--- src/hdl/smap_pkg.sv ---
// shared types and constants for the soil moisture average percent block
package smap_pkg;

  // field widths
  localparam int unsigned LEVEL_W = 12;
  localparam int unsigned PCT_W   = 7;

  // full scale of the calibrated output
  localparam logic [PCT_W-1:0] FULL_SCALE = 7'd100;

  // configuration register indexes
  localparam int unsigned CFG_IDX_W = 1;
  localparam logic [CFG_IDX_W-1:0] REG_DRY = 1'b0;
  localparam logic [CFG_IDX_W-1:0] REG_WET = 1'b1;

  // reset values of the calibration levels
  localparam logic [LEVEL_W-1:0] DRY_RESET = 12'd4095;
  localparam logic [LEVEL_W-1:0] WET_RESET = 12'd0;

  // queue between front and back
  localparam int unsigned QDEPTH = 2;
  localparam int unsigned QPTR_W = 1;
  localparam int unsigned QCNT_W = 2;

  // request from the front into the queue
  typedef struct packed {
    logic               vld;
    logic [LEVEL_W-1:0] mean;
  } q_req_t;

endpackage

--- src/hdl/soil_moisture_average_percent.sv ---
// top level: moving average of soil moisture samples mapped to percent
//
// Each accepted raw_sample replaces the oldest of the last WINDOW_LEN samples
// (the window starts out as zeros after reset, with no clearing pass) and
// yields one result: the truncated window mean, that mean mapped linearly from
// dry_level (0 percent) to wet_level (100 percent) and clamped to 0..100, and a
// fault flag when both levels are equal, in which case the percent is 0. The
// front handles one sample at a time (ring read, sum update, reciprocal
// multiply, push into a two-entry queue) and is busy until the push; the back
// maps one queued mean at a time, running the 7-step serial divider only when
// the ratio lies strictly between 0 and full scale, so results that need the
// divide make the back, not the front, limit the sample rate. Write the
// calibration levels only while no sample is in flight.
module soil_moisture_average_percent #(
  parameter int unsigned WINDOW_LEN = 8
) (
  input  logic                           clk_i,
  input  logic                           rst_ni,
  input  logic                           push,
  output logic                           full,
  input  logic [smap_pkg::LEVEL_W-1:0]   raw_sample_i,
  output logic                           empty,
  input  logic                           pop,
  output logic [smap_pkg::LEVEL_W-1:0]   mean_level_o,
  output logic [smap_pkg::PCT_W-1:0]     moisture_percent_o,
  output logic                           calibration_fault_o,
  input  logic                           cfg_we_i,
  input  logic [smap_pkg::CFG_IDX_W-1:0] cfg_idx_i,
  input  logic [smap_pkg::LEVEL_W-1:0]   cfg_data_i
);

  logic                         front_busy;
  logic                         accept;
  smap_pkg::q_req_t             q_req;
  logic                         q_full, q_empty, q_pop;
  logic [smap_pkg::LEVEL_W-1:0] q_mean;
  logic [smap_pkg::LEVEL_W-1:0] dry_q, wet_q;

  // calibration registers
  always_ff @(posedge clk_i or negedge rst_ni) begin
    if (!rst_ni) begin
      dry_q <= smap_pkg::DRY_RESET;
      wet_q <= smap_pkg::WET_RESET;
    end else if (cfg_we_i) begin
      case (cfg_idx_i)
        smap_pkg::REG_DRY: dry_q <= cfg_data_i;
        smap_pkg::REG_WET: wet_q <= cfg_data_i;
        default: begin
        end
      endcase
    end
  end

  // input request taken when front is free and the queue has room
  assign full   = front_busy || q_full;
  assign accept = push && !full;

  smap_front #(
    .WINDOW_LEN(WINDOW_LEN)
  ) u_front (
    .clk_i       (clk_i),
    .rst_ni      (rst_ni),
    .accept_i    (accept),
    .raw_sample_i(raw_sample_i),
    .busy_o      (front_busy),
    .q_o         (q_req)
  );

  smap_queue u_queue (
    .clk_i  (clk_i),
    .rst_ni (rst_ni),
    .q_i    (q_req),
    .full_o (q_full),
    .pop_i  (q_pop),
    .empty_o(q_empty),
    .mean_o (q_mean)
  );

  smap_back u_back (
    .clk_i              (clk_i),
    .rst_ni             (rst_ni),
    .q_empty_i          (q_empty),
    .q_mean_i           (q_mean),
    .q_pop_o            (q_pop),
    .dry_i              (dry_q),
    .wet_i              (wet_q),
    .empty_o            (empty),
    .pop_i              (pop),
    .mean_level_o       (mean_level_o),
    .moisture_percent_o (moisture_percent_o),
    .calibration_fault_o(calibration_fault_o)
  );

endmodule

--- src/hdl/smap_front.sv ---
// front part: sample ring, running sum and mean by reciprocal multiply
module smap_front #(
  parameter int unsigned WINDOW_LEN = 8
) (
  input  logic                         clk_i,
  input  logic                         rst_ni,
  input  logic                         accept_i,
  input  logic [smap_pkg::LEVEL_W-1:0] raw_sample_i,
  output logic                         busy_o,
  output smap_pkg::q_req_t             q_o
);

  localparam int unsigned L    = (WINDOW_LEN > 1) ? $clog2(WINDOW_LEN) : 0;
  localparam int unsigned POSW = (WINDOW_LEN > 1) ? $clog2(WINDOW_LEN) : 1;
  localparam int unsigned SUMW = smap_pkg::LEVEL_W + L;
  localparam int unsigned SHR  = SUMW + L;
  localparam int unsigned MW   = SUMW + 1;
  localparam int unsigned PW   = SUMW + MW;
  localparam longint unsigned MULT = ((64'd1 << SHR) + WINDOW_LEN - 1) / WINDOW_LEN;
  localparam logic [MW-1:0] MULT_C = MW'(MULT);
  localparam logic [POSW-1:0] POS_LAST = POSW'(WINDOW_LEN - 1);

  typedef enum logic [1:0] {FR_IDLE, FR_READ, FR_MUL, FR_PUSH} state_e;

  state_e                       state_q;
  logic [POSW-1:0]              pos_q;
  logic [SUMW-1:0]              sum_q, sum_d;
  logic [WINDOW_LEN-1:0]        vld_q;
  logic [smap_pkg::LEVEL_W-1:0] smp_q;
  logic [smap_pkg::LEVEL_W-1:0] rd_q;
  logic [smap_pkg::LEVEL_W-1:0] old_smp;
  logic [PW-1:0]                prod_q;
  logic [smap_pkg::LEVEL_W-1:0] ring_q [WINDOW_LEN];

  // ring memory, registered read of the oldest entry
  always_ff @(posedge clk_i) begin
    if (accept_i) begin
      rd_q  <= ring_q[pos_q];
      smp_q <= raw_sample_i;
    end
    if (state_q == FR_READ) begin
      ring_q[pos_q] <= smp_q;
    end
  end

  // entries never written read as zero
  assign old_smp = vld_q[pos_q] ? rd_q : '0;
  assign sum_d   = sum_q - SUMW'(old_smp) + SUMW'(smp_q);

  // sequencer, sum and position
  always_ff @(posedge clk_i or negedge rst_ni) begin
    if (!rst_ni) begin
      state_q <= FR_IDLE;
      pos_q   <= '0;
      sum_q   <= '0;
      vld_q   <= '0;
    end else begin
      case (state_q)
        FR_IDLE: begin
          if (accept_i) begin
            state_q <= FR_READ;
          end
        end
        FR_READ: begin
          sum_q        <= sum_d;
          vld_q[pos_q] <= 1'b1;
          pos_q        <= (pos_q == POS_LAST) ? '0 : pos_q + 1'b1;
          state_q      <= FR_MUL;
        end
        FR_MUL: begin
          state_q <= FR_PUSH;
        end
        FR_PUSH: begin
          state_q <= FR_IDLE;
        end
        default: begin
          state_q <= FR_IDLE;
        end
      endcase
    end
  end

  // sum times reciprocal of the window length
  always_ff @(posedge clk_i) begin
    if (state_q == FR_MUL) begin
      prod_q <= PW'(sum_q) * PW'(MULT_C);
    end
  end

  assign busy_o = (state_q != FR_IDLE);
  assign q_o.vld  = (state_q == FR_PUSH);
  assign q_o.mean = prod_q[SHR +: smap_pkg::LEVEL_W];

endmodule

--- src/hdl/smap_queue.sv ---
// short queue of mean levels between front and back
module smap_queue (
  input  logic                         clk_i,
  input  logic                         rst_ni,
  input  smap_pkg::q_req_t             q_i,
  output logic                         full_o,
  input  logic                         pop_i,
  output logic                         empty_o,
  output logic [smap_pkg::LEVEL_W-1:0] mean_o
);

  logic [smap_pkg::LEVEL_W-1:0] mem_q [smap_pkg::QDEPTH];
  logic [smap_pkg::QPTR_W-1:0]  wr_q, rd_q;
  logic [smap_pkg::QCNT_W-1:0]  cnt_q;
  logic                         do_push, do_pop;

  assign full_o  = (cnt_q == smap_pkg::QCNT_W'(smap_pkg::QDEPTH));
  assign empty_o = (cnt_q == '0);
  assign do_push = q_i.vld && !full_o;
  assign do_pop  = pop_i && !empty_o;
  assign mean_o  = mem_q[rd_q];

  // storage
  always_ff @(posedge clk_i) begin
    if (do_push) begin
      mem_q[wr_q] <= q_i.mean;
    end
  end

  // pointers and fill count
  always_ff @(posedge clk_i or negedge rst_ni) begin
    if (!rst_ni) begin
      wr_q  <= '0;
      rd_q  <= '0;
      cnt_q <= '0;
    end else begin
      if (do_push) begin
        wr_q <= wr_q + 1'b1;
      end
      if (do_pop) begin
        rd_q <= rd_q + 1'b1;
      end
      if (do_push && !do_pop) begin
        cnt_q <= cnt_q + 1'b1;
      end else if (do_pop && !do_push) begin
        cnt_q <= cnt_q - 1'b1;
      end
    end
  end

  // fill count never passes the depth
  a_cnt_bound: assert property (@(posedge clk_i) disable iff (!rst_ni)
    cnt_q <= smap_pkg::QCNT_W'(smap_pkg::QDEPTH))
    else $error("queue count out of range");

  // front only pushes when room was reserved at accept
  a_no_drop: assert property (@(posedge clk_i) disable iff (!rst_ni)
    q_i.vld |-> !full_o)
    else $error("request pushed into full queue");

endmodule

--- src/hdl/smap_back.sv ---
// back part: calibration map with a serial divider and result register
module smap_back (
  input  logic                         clk_i,
  input  logic                         rst_ni,
  input  logic                         q_empty_i,
  input  logic [smap_pkg::LEVEL_W-1:0] q_mean_i,
  output logic                         q_pop_o,
  input  logic [smap_pkg::LEVEL_W-1:0] dry_i,
  input  logic [smap_pkg::LEVEL_W-1:0] wet_i,
  output logic                         empty_o,
  input  logic                         pop_i,
  output logic [smap_pkg::LEVEL_W-1:0] mean_level_o,
  output logic [smap_pkg::PCT_W-1:0]   moisture_percent_o,
  output logic                         calibration_fault_o
);

  localparam int unsigned LW   = smap_pkg::LEVEL_W;
  localparam int unsigned PW   = smap_pkg::PCT_W;
  localparam int unsigned DVW  = LW + PW;
  localparam int unsigned CNTW = $clog2(PW);

  typedef enum logic [1:0] {BK_IDLE, BK_PREP, BK_DIV, BK_HOLD} state_e;

  state_e               state_q;
  logic [LW-1:0]        avg_q;
  logic                 fault_q;
  logic [PW-1:0]        quo_q;
  logic [LW-1:0]        rem_q;
  logic [LW-1:0]        span_q;
  logic [PW-1:0]        dvd_q;
  logic [CNTW-1:0]      cnt_q;
  logic                 out_vld_q;
  logic [LW-1:0]        out_mean_q;
  logic [PW-1:0]        out_pct_q;
  logic                 out_fault_q;

  logic signed [LW:0]   diff, span;
  logic [LW-1:0]        diff_abs, span_abs;
  logic [DVW-1:0]       scaled;
  logic                 opp_sign;
  logic [LW:0]          trial;
  logic                 ge;
  logic                 load_out;

  // signed distances from the dry level
  assign diff     = $signed({1'b0, avg_q}) - $signed({1'b0, dry_i});
  assign span     = $signed({1'b0, wet_i}) - $signed({1'b0, dry_i});
  assign diff_abs = diff[LW] ? LW'(-diff) : diff[LW-1:0];
  assign span_abs = span[LW] ? LW'(-span) : span[LW-1:0];
  assign opp_sign = diff[LW] ^ span[LW];
  assign scaled   = DVW'(diff_abs) * DVW'(smap_pkg::FULL_SCALE);

  // one restoring step of the divide
  assign trial = {rem_q, dvd_q[cnt_q]};
  assign ge    = (trial >= {1'b0, span_q});

  assign q_pop_o = (state_q == BK_IDLE) && !q_empty_i;

  // finished result moves into the output register when it is free or being taken
  assign load_out = (state_q == BK_HOLD) && (!out_vld_q || pop_i);

  // sequencer and result register
  always_ff @(posedge clk_i or negedge rst_ni) begin
    if (!rst_ni) begin
      state_q     <= BK_IDLE;
      out_vld_q   <= 1'b0;
      avg_q       <= '0;
      fault_q     <= 1'b0;
      quo_q       <= '0;
      rem_q       <= '0;
      span_q      <= '0;
      dvd_q       <= '0;
      cnt_q       <= '0;
      out_mean_q  <= '0;
      out_pct_q   <= '0;
      out_fault_q <= 1'b0;
    end else begin
      if (load_out) begin
        out_vld_q <= 1'b1;
      end else if (pop_i) begin
        out_vld_q <= 1'b0;
      end
      case (state_q)
        BK_IDLE: begin
          if (!q_empty_i) begin
            avg_q   <= q_mean_i;
            state_q <= BK_PREP;
          end
        end
        BK_PREP: begin
          fault_q <= (span == '0);
          if (span == '0 || diff == '0 || opp_sign) begin
            // zero span, zero distance or negative ratio
            quo_q   <= '0;
            state_q <= BK_HOLD;
          end else if (diff_abs >= span_abs) begin
            // ratio of one or more clamps to full scale
            quo_q   <= smap_pkg::FULL_SCALE;
            state_q <= BK_HOLD;
          end else begin
            rem_q   <= scaled[DVW-1:PW];
            dvd_q   <= scaled[PW-1:0];
            span_q  <= span_abs;
            quo_q   <= '0;
            cnt_q   <= CNTW'(PW - 1);
            state_q <= BK_DIV;
          end
        end
        BK_DIV: begin
          rem_q <= ge ? LW'(trial - {1'b0, span_q}) : trial[LW-1:0];
          quo_q <= {quo_q[PW-2:0], ge};
          if (cnt_q == '0) begin
            state_q <= BK_HOLD;
          end else begin
            cnt_q <= cnt_q - 1'b1;
          end
        end
        BK_HOLD: begin
          if (load_out) begin
            out_mean_q  <= avg_q;
            out_pct_q   <= quo_q;
            out_fault_q <= fault_q;
            state_q     <= BK_IDLE;
          end
        end
        default: begin
          state_q <= BK_IDLE;
        end
      endcase
    end
  end

  assign empty_o             = !out_vld_q;
  assign mean_level_o        = out_mean_q;
  assign moisture_percent_o  = out_pct_q;
  assign calibration_fault_o = out_fault_q;

  // shown percent stays within full scale
  a_pct_range: assert property (@(posedge clk_i) disable iff (!rst_ni)
    !empty_o |-> moisture_percent_o <= smap_pkg::FULL_SCALE)
    else $error("percent above full scale");

  // a calibration fault always reports zero percent
  a_fault_zero: assert property (@(posedge clk_i) disable iff (!rst_ni)
    (!empty_o && calibration_fault_o) |-> moisture_percent_o == '0)
    else $error("fault with nonzero percent");

  // divide only runs with a nonzero divisor and a remainder below it
  a_div_rem: assert property (@(posedge clk_i) disable iff (!rst_ni)
    state_q == BK_DIV |-> (span_q != '0 && rem_q < span_q))
    else $error("divider out of range");

endmodule

--- config.mk ---
export PLATFORM = sky130hd
export DESIGN_NAME = soil_moisture_average_percent
export DESIGN_NICKNAME = d
export VERILOG_FILES = /design/src/hdl/smap_pkg.sv /design/src/hdl/soil_moisture_average_percent.sv /design/src/hdl/smap_front.sv /design/src/hdl/smap_queue.sv /design/src/hdl/smap_back.sv
export SDC_FILE = /design/constraint.sdc
export NUM_CORES = 1
export LEC_CHECK = 0
export BUFFER_PORTS_ARGS = -buffer_cell sky130_fd_sc_hd__buf_2
export CORE_MARGIN = 3
export CORE_UTILIZATION = 30
export CTS_CLUSTER_DIAMETER = 30
export DETAILED_ROUTE_END_ITERATION = 7
export GPL_TIMING_DRIVEN = 0
export PLACE_DENSITY = 0.46
export RECOVER_POWER = 25
export SLEW_MARGIN = 20
export SYNTH_ARGS = -nofsm -noshare
export SYNTH_HDL_FRONTEND = slang
export SYNTH_HIERARCHICAL = 1
export SYNTH_SLANG_ARGS = --single-unit
export TNS_END_PERCENT = 50
--- constraint.sdc ---
create_clock -name clk_i -period 6.36 [get_ports clk_i]
set_input_delay 1.59 -clock clk_i [delete_from_list [all_inputs] [get_ports clk_i]]
set_output_delay 1.59 -clock clk_i [all_outputs]
set_load 0.05 [all_outputs]
==> implementation parameters <==
Parameter                              Value

Run status
  Status ... finished, violations left
  Violated checks ... capacitance limit, slew limit

Floorplan
  Horizontal die dimension ... 239 um
  Die ar. ... 0.0572 sq mm
  # IOs ... 52
  Standard cell core area ... 0.0532 sq mm
  Die boundary height ... 239 um
  Placement Rows ... 84
  Effective utilization at floorplan ... 30.7%

Clock tree
  Latest clock arrival within the worst-skew pair ... 0.61 ns
  TritonCTS sink count ... 287
  Clock tree from TritonCTS ... yes
  Longest Clk Path Bufs ... 3
  Number of levels the H-tree was split into ... 3
  Clock tree root driver cell ... clkbuf_16
  Clock buffers created by TritonCTS ... 80
  Reg clk slew, reported paths ... 0.05 ns

Routing
  Vias after detailed routing ... 11053
  Vias per Instance ... 4.84
  ANT nets after route ... 0
  Average detailed-routed wire length per instance ... 17.9 um
  Post-detailed-route DRC marker count ... 0
  Initial DRC Count ... 550
  Sum of routed wire length over all layers ... 40700 um
  Number of detailed-routing iterations run before antenna repair ... 5

Synthesis
  Synthesized area ... 0.0163 sq mm
  Cells after synthesis ... 1382
  Net count after synthesis ... 1548
  Fraction of synthesis flops using an asynchronous set or reset pin ... 45.6%
  Register area share after synthesis ... 48.9%
  Compound-cell area share of the yosys netlist ... 11.7%
  Number of synthesized flops with an enable pin ... 156
  Xor and xnor area share after synthesis ... 4.06%
  Ys flop type ... edfxtp_1
  Count of yosys warnings during synthesis ... 6
  Mux contribution to synthesized area ... 10.3%
  Post-Synth Simple-Gate Area ... 8.79%
  Synthesized-area fraction occupied by adder cells ... 11.5%
  Main combinational cell family by area after synthesis ... compound AO/OA/AOI/OAI gates
  Number of distinct library cells after synthesis ... 94
  Syn Area/Cell ... 11.8 sq um
  Number of synthesized register bits ... 287

Timing
  Worst Slack Setup Final ... 0.344 ns
  Number of max-slew violations in the final report ... 42
  Layout Skew ... 0.0394 ns
  Final hold slack ... 0.439 ns
  Share of the clock period used by the worst path after layout ... 94.6%
  Fmax ... 166 MHz
  Final Setup Violations ... 0
  Post-route minimum period ... 6.02 ns
  Pin slew with the least headroom to its limit ... 2.49 ns
  Slew margin rel. ... -66.3%
  Number of hold violations in the final report ... 0

Critical path
  CP Capture Type ... register
  Critical Path Slowest Stage Cell ... fa_1
  CP Launch Type ... register
  Highest fanout seen on the critical path ... 4
  WP data required ... 6.82 ns
  Data arrival time of the critical path ... 6.48 ns
  CP peak stage delay ... 0.49 ns
  Category of the most critical setup path ... register to register
  R2r setup slk ... 0.34 ns
  Most common cell type on the critical path ... ha_1

Placement
  Number of I/O port buffers ... 51
  GP Congestion ... 0.786
  Total half-perimeter wirelength after legalization and detailed placement ... 29700 um
  Worst Setup Slack post-DPL ... -0.261 ns

Hold path
  Worst min path class ... register to register

Final layout
  Final net count ... 1692
  Ratio of cells with drive above 1 in the final layout ... 23.9%
  Area added between synthesis and finish ... 26.4%
  Count of filler cells inserted in the layout ... 5157
  Most used cells in the layout excluding fill and tap cells ... 156 x edfxtp_1, 138 x inv_1, 119 x dfrtp_1
  Commonest non-fill, non-tap cell in the layout ... edfxtp_1

Job
  Max Cap Violations ... 1

Global routing
  Pin count of the biggest net entering global routing ... 91
  Vias in the first global route ... 11570
  Total routing usage reported by global routing ... 14.6%
  Wire length of the first global-routing pass ... 64300 um
  Global-route congestion overflow total ... 0
  Number of antenna violations at the first check in global routing ... 0
cells in the mapped netlist (7+ instances only):
| cell type | number | area share [%] |
|---|---|---|
| mux2_2 | 66 | 4.6 |
| a221oi_1 | 10 | 0.54 |
| a211oi_1 | 8 | 0.37 |
| nand3_1 | 21 | 0.64 |
| fa_1 | 21 | 2.6 |
| mux2_4 | 17 | 1.6 |
| o21a_1 | 7 | 0.32 |
| nand2b_1 | 21 | 0.81 |
| dfstp_2 | 12 | 1.9 |
| nand2_1 | 66 | 1.5 |
| edfxtp_1 | 156 | 29 |
| or2_2 | 13 | 0.50 |
| mux2i_1 | 45 | 2.8 |
| inv_1 | 139 | 3.2 |
| nor3_1 | 14 | 0.43 |
| nor2b_1 | 29 | 1.1 |
| o21ai_0 | 68 | 2.1 |
| o21bai_1 | 7 | 0.32 |
| clkbuf_1 | 11 | 0.25 |
| a22oi_1 | 12 | 0.55 |
| xor2_1 | 27 | 1.5 |
| buf_2 | 14 | 0.43 |
| xnor2_1 | 43 | 2.3 |
| nor2_1 | 75 | 1.7 |
| a21oi_1 | 44 | 1.4 |
| ha_1 | 115 | 8.8 |
| a21o_1 | 18 | 0.83 |
| nand4_1 | 9 | 0.35 |
| a31oi_1 | 14 | 0.54 |
| dfrtp_1 | 119 | 18 |
| mux2_1 | 17 | 1.2 |
area by class of cell:
| class | instances | area [sq um] | share of cell area [%] |
|---|---|---|---|
| sequential | 287 | 7980 | 38.7 |
| multi-input combinational | 912 | 7690 | 37.3 |
| clock buffer | 99 | 2120 | 10.3 |
| tap | 688 | 861 | 4.18 |
| clock inverter | 49 | 787 | 3.82 |
| inverter | 141 | 529 | 2.57 |
| timing repair buffer | 62 | 395 | 1.92 |
| buffer | 42 | 246 | 1.20 |
| antenna | 2 | 5.00 | 0.0243 |
through the flow:
step | instances | setup TNS, ns | instance area (sq um) | utilization (%)
detailed placement | 2128 | -0.303 | 17600 | 33.0
global placement | 2121 | -0.328 | 17400 | 32.8
global route | 2280 | -0.0113 | 20600 | 38.7
CTS | 2278 | 0 | 20500 | 38.6
floorplan | 1382 | 0 | 16300 | -
finish | 2282 | 0 | 20600 | 38.8
per-layer routing:
layer | up-vias | global-route usage [%] | share of wire (%)
li1 | 5312 | - | -
met1 | 5465 | 19.0 | 47
met2 | 198 | 23.6 | 47
met3 | 78 | 3.14 | 3.8
met4 | 0 | 6.05 | 2.9
met5 | - | 0 | 0
registers in the layout, summed over array words and instances, names as in the netlist, 2 cells and up:
signal                     count
dry_q                         12
u_back/rem_q                  12
u_back/mean_level_o           12
u_back/span_q                 12
u_front/pos_q                  3
u_front/prod_q                12
u_back/quo_q                   7
wet_q                         12
u_front/rd_q                  12
u_front/smp_q                 12
u_back/avg_q                  12
u_back/moisture_percent_o      7
u_front/ring_q                96
u_front/state_q                2
u_queue/cnt_q                  2
u_back/dvd_q                   5
u_back/state_q                 2
u_queue/mem_q                 24
u_back/cnt_q                   3
u_front/vld_q                  8
u_front/sum_q                 15
cell families (layout without fill, tap and decap cells):
family,after synthesis,in the layout
other cells,0,2
fa+ha+maj,137,137
compound gates,269,269
buf+inv,183,393
mux,147,147
xor+xnor,73,73
flops,287,287
simple gates,286,286
final timing paths:
path / start / to / depth (start not counted)
worst max-delay path: u_back/avg_q[0]$_DFFE_PN0P_ / u_back/rem_q[11]$_DFFE_PN0P_ / 25
max in group asynchronous: rst_ni / u_back/rem_q[5]$_DFFE_PN0P_ / 1
worst max register to register: u_back/avg_q[0]$_DFFE_PN0P_ / u_back/rem_q[11]$_DFFE_PN0P_ / 25
worst min-delay path: u_front/prod_q[27]$_DFFE_PP_ / u_queue/mem_q[1][9]$_DFFE_PP_ / 0
min in group asynchronous: rst_ni / wet_q[6]$_DFFE_PN0P_ / 1
worst min register to register: u_front/prod_q[27]$_DFFE_PP_ / u_queue/mem_q[1][9]$_DFFE_PP_ / 0
repair_timing:
item / CTS / global route
setup buffers: 2 / 2
cloned: 0 / 0
pin swaps: 2 / 3
endpoints found under the setup margin: 3 / 3
gates resized for setup: 8 / 15
hold buffers: 0 / 0
critical path, delay by kind of cell, from the launching register on:
kind,cells,cell delay [ns]
AOI/OAI and AO/OA,8,1.25
buffers and inverters,4,0.34
xor gates and xnor gates,3,0.54
and+or+nand+nor,3,0.99
adders and majority gates,6,2.05
muxes,1,0.28
DFF,1,0.41
Power is left out: the tool's default activity adds up to more than one toggle a clock period on the data nets, which glitch-free logic cannot reach.
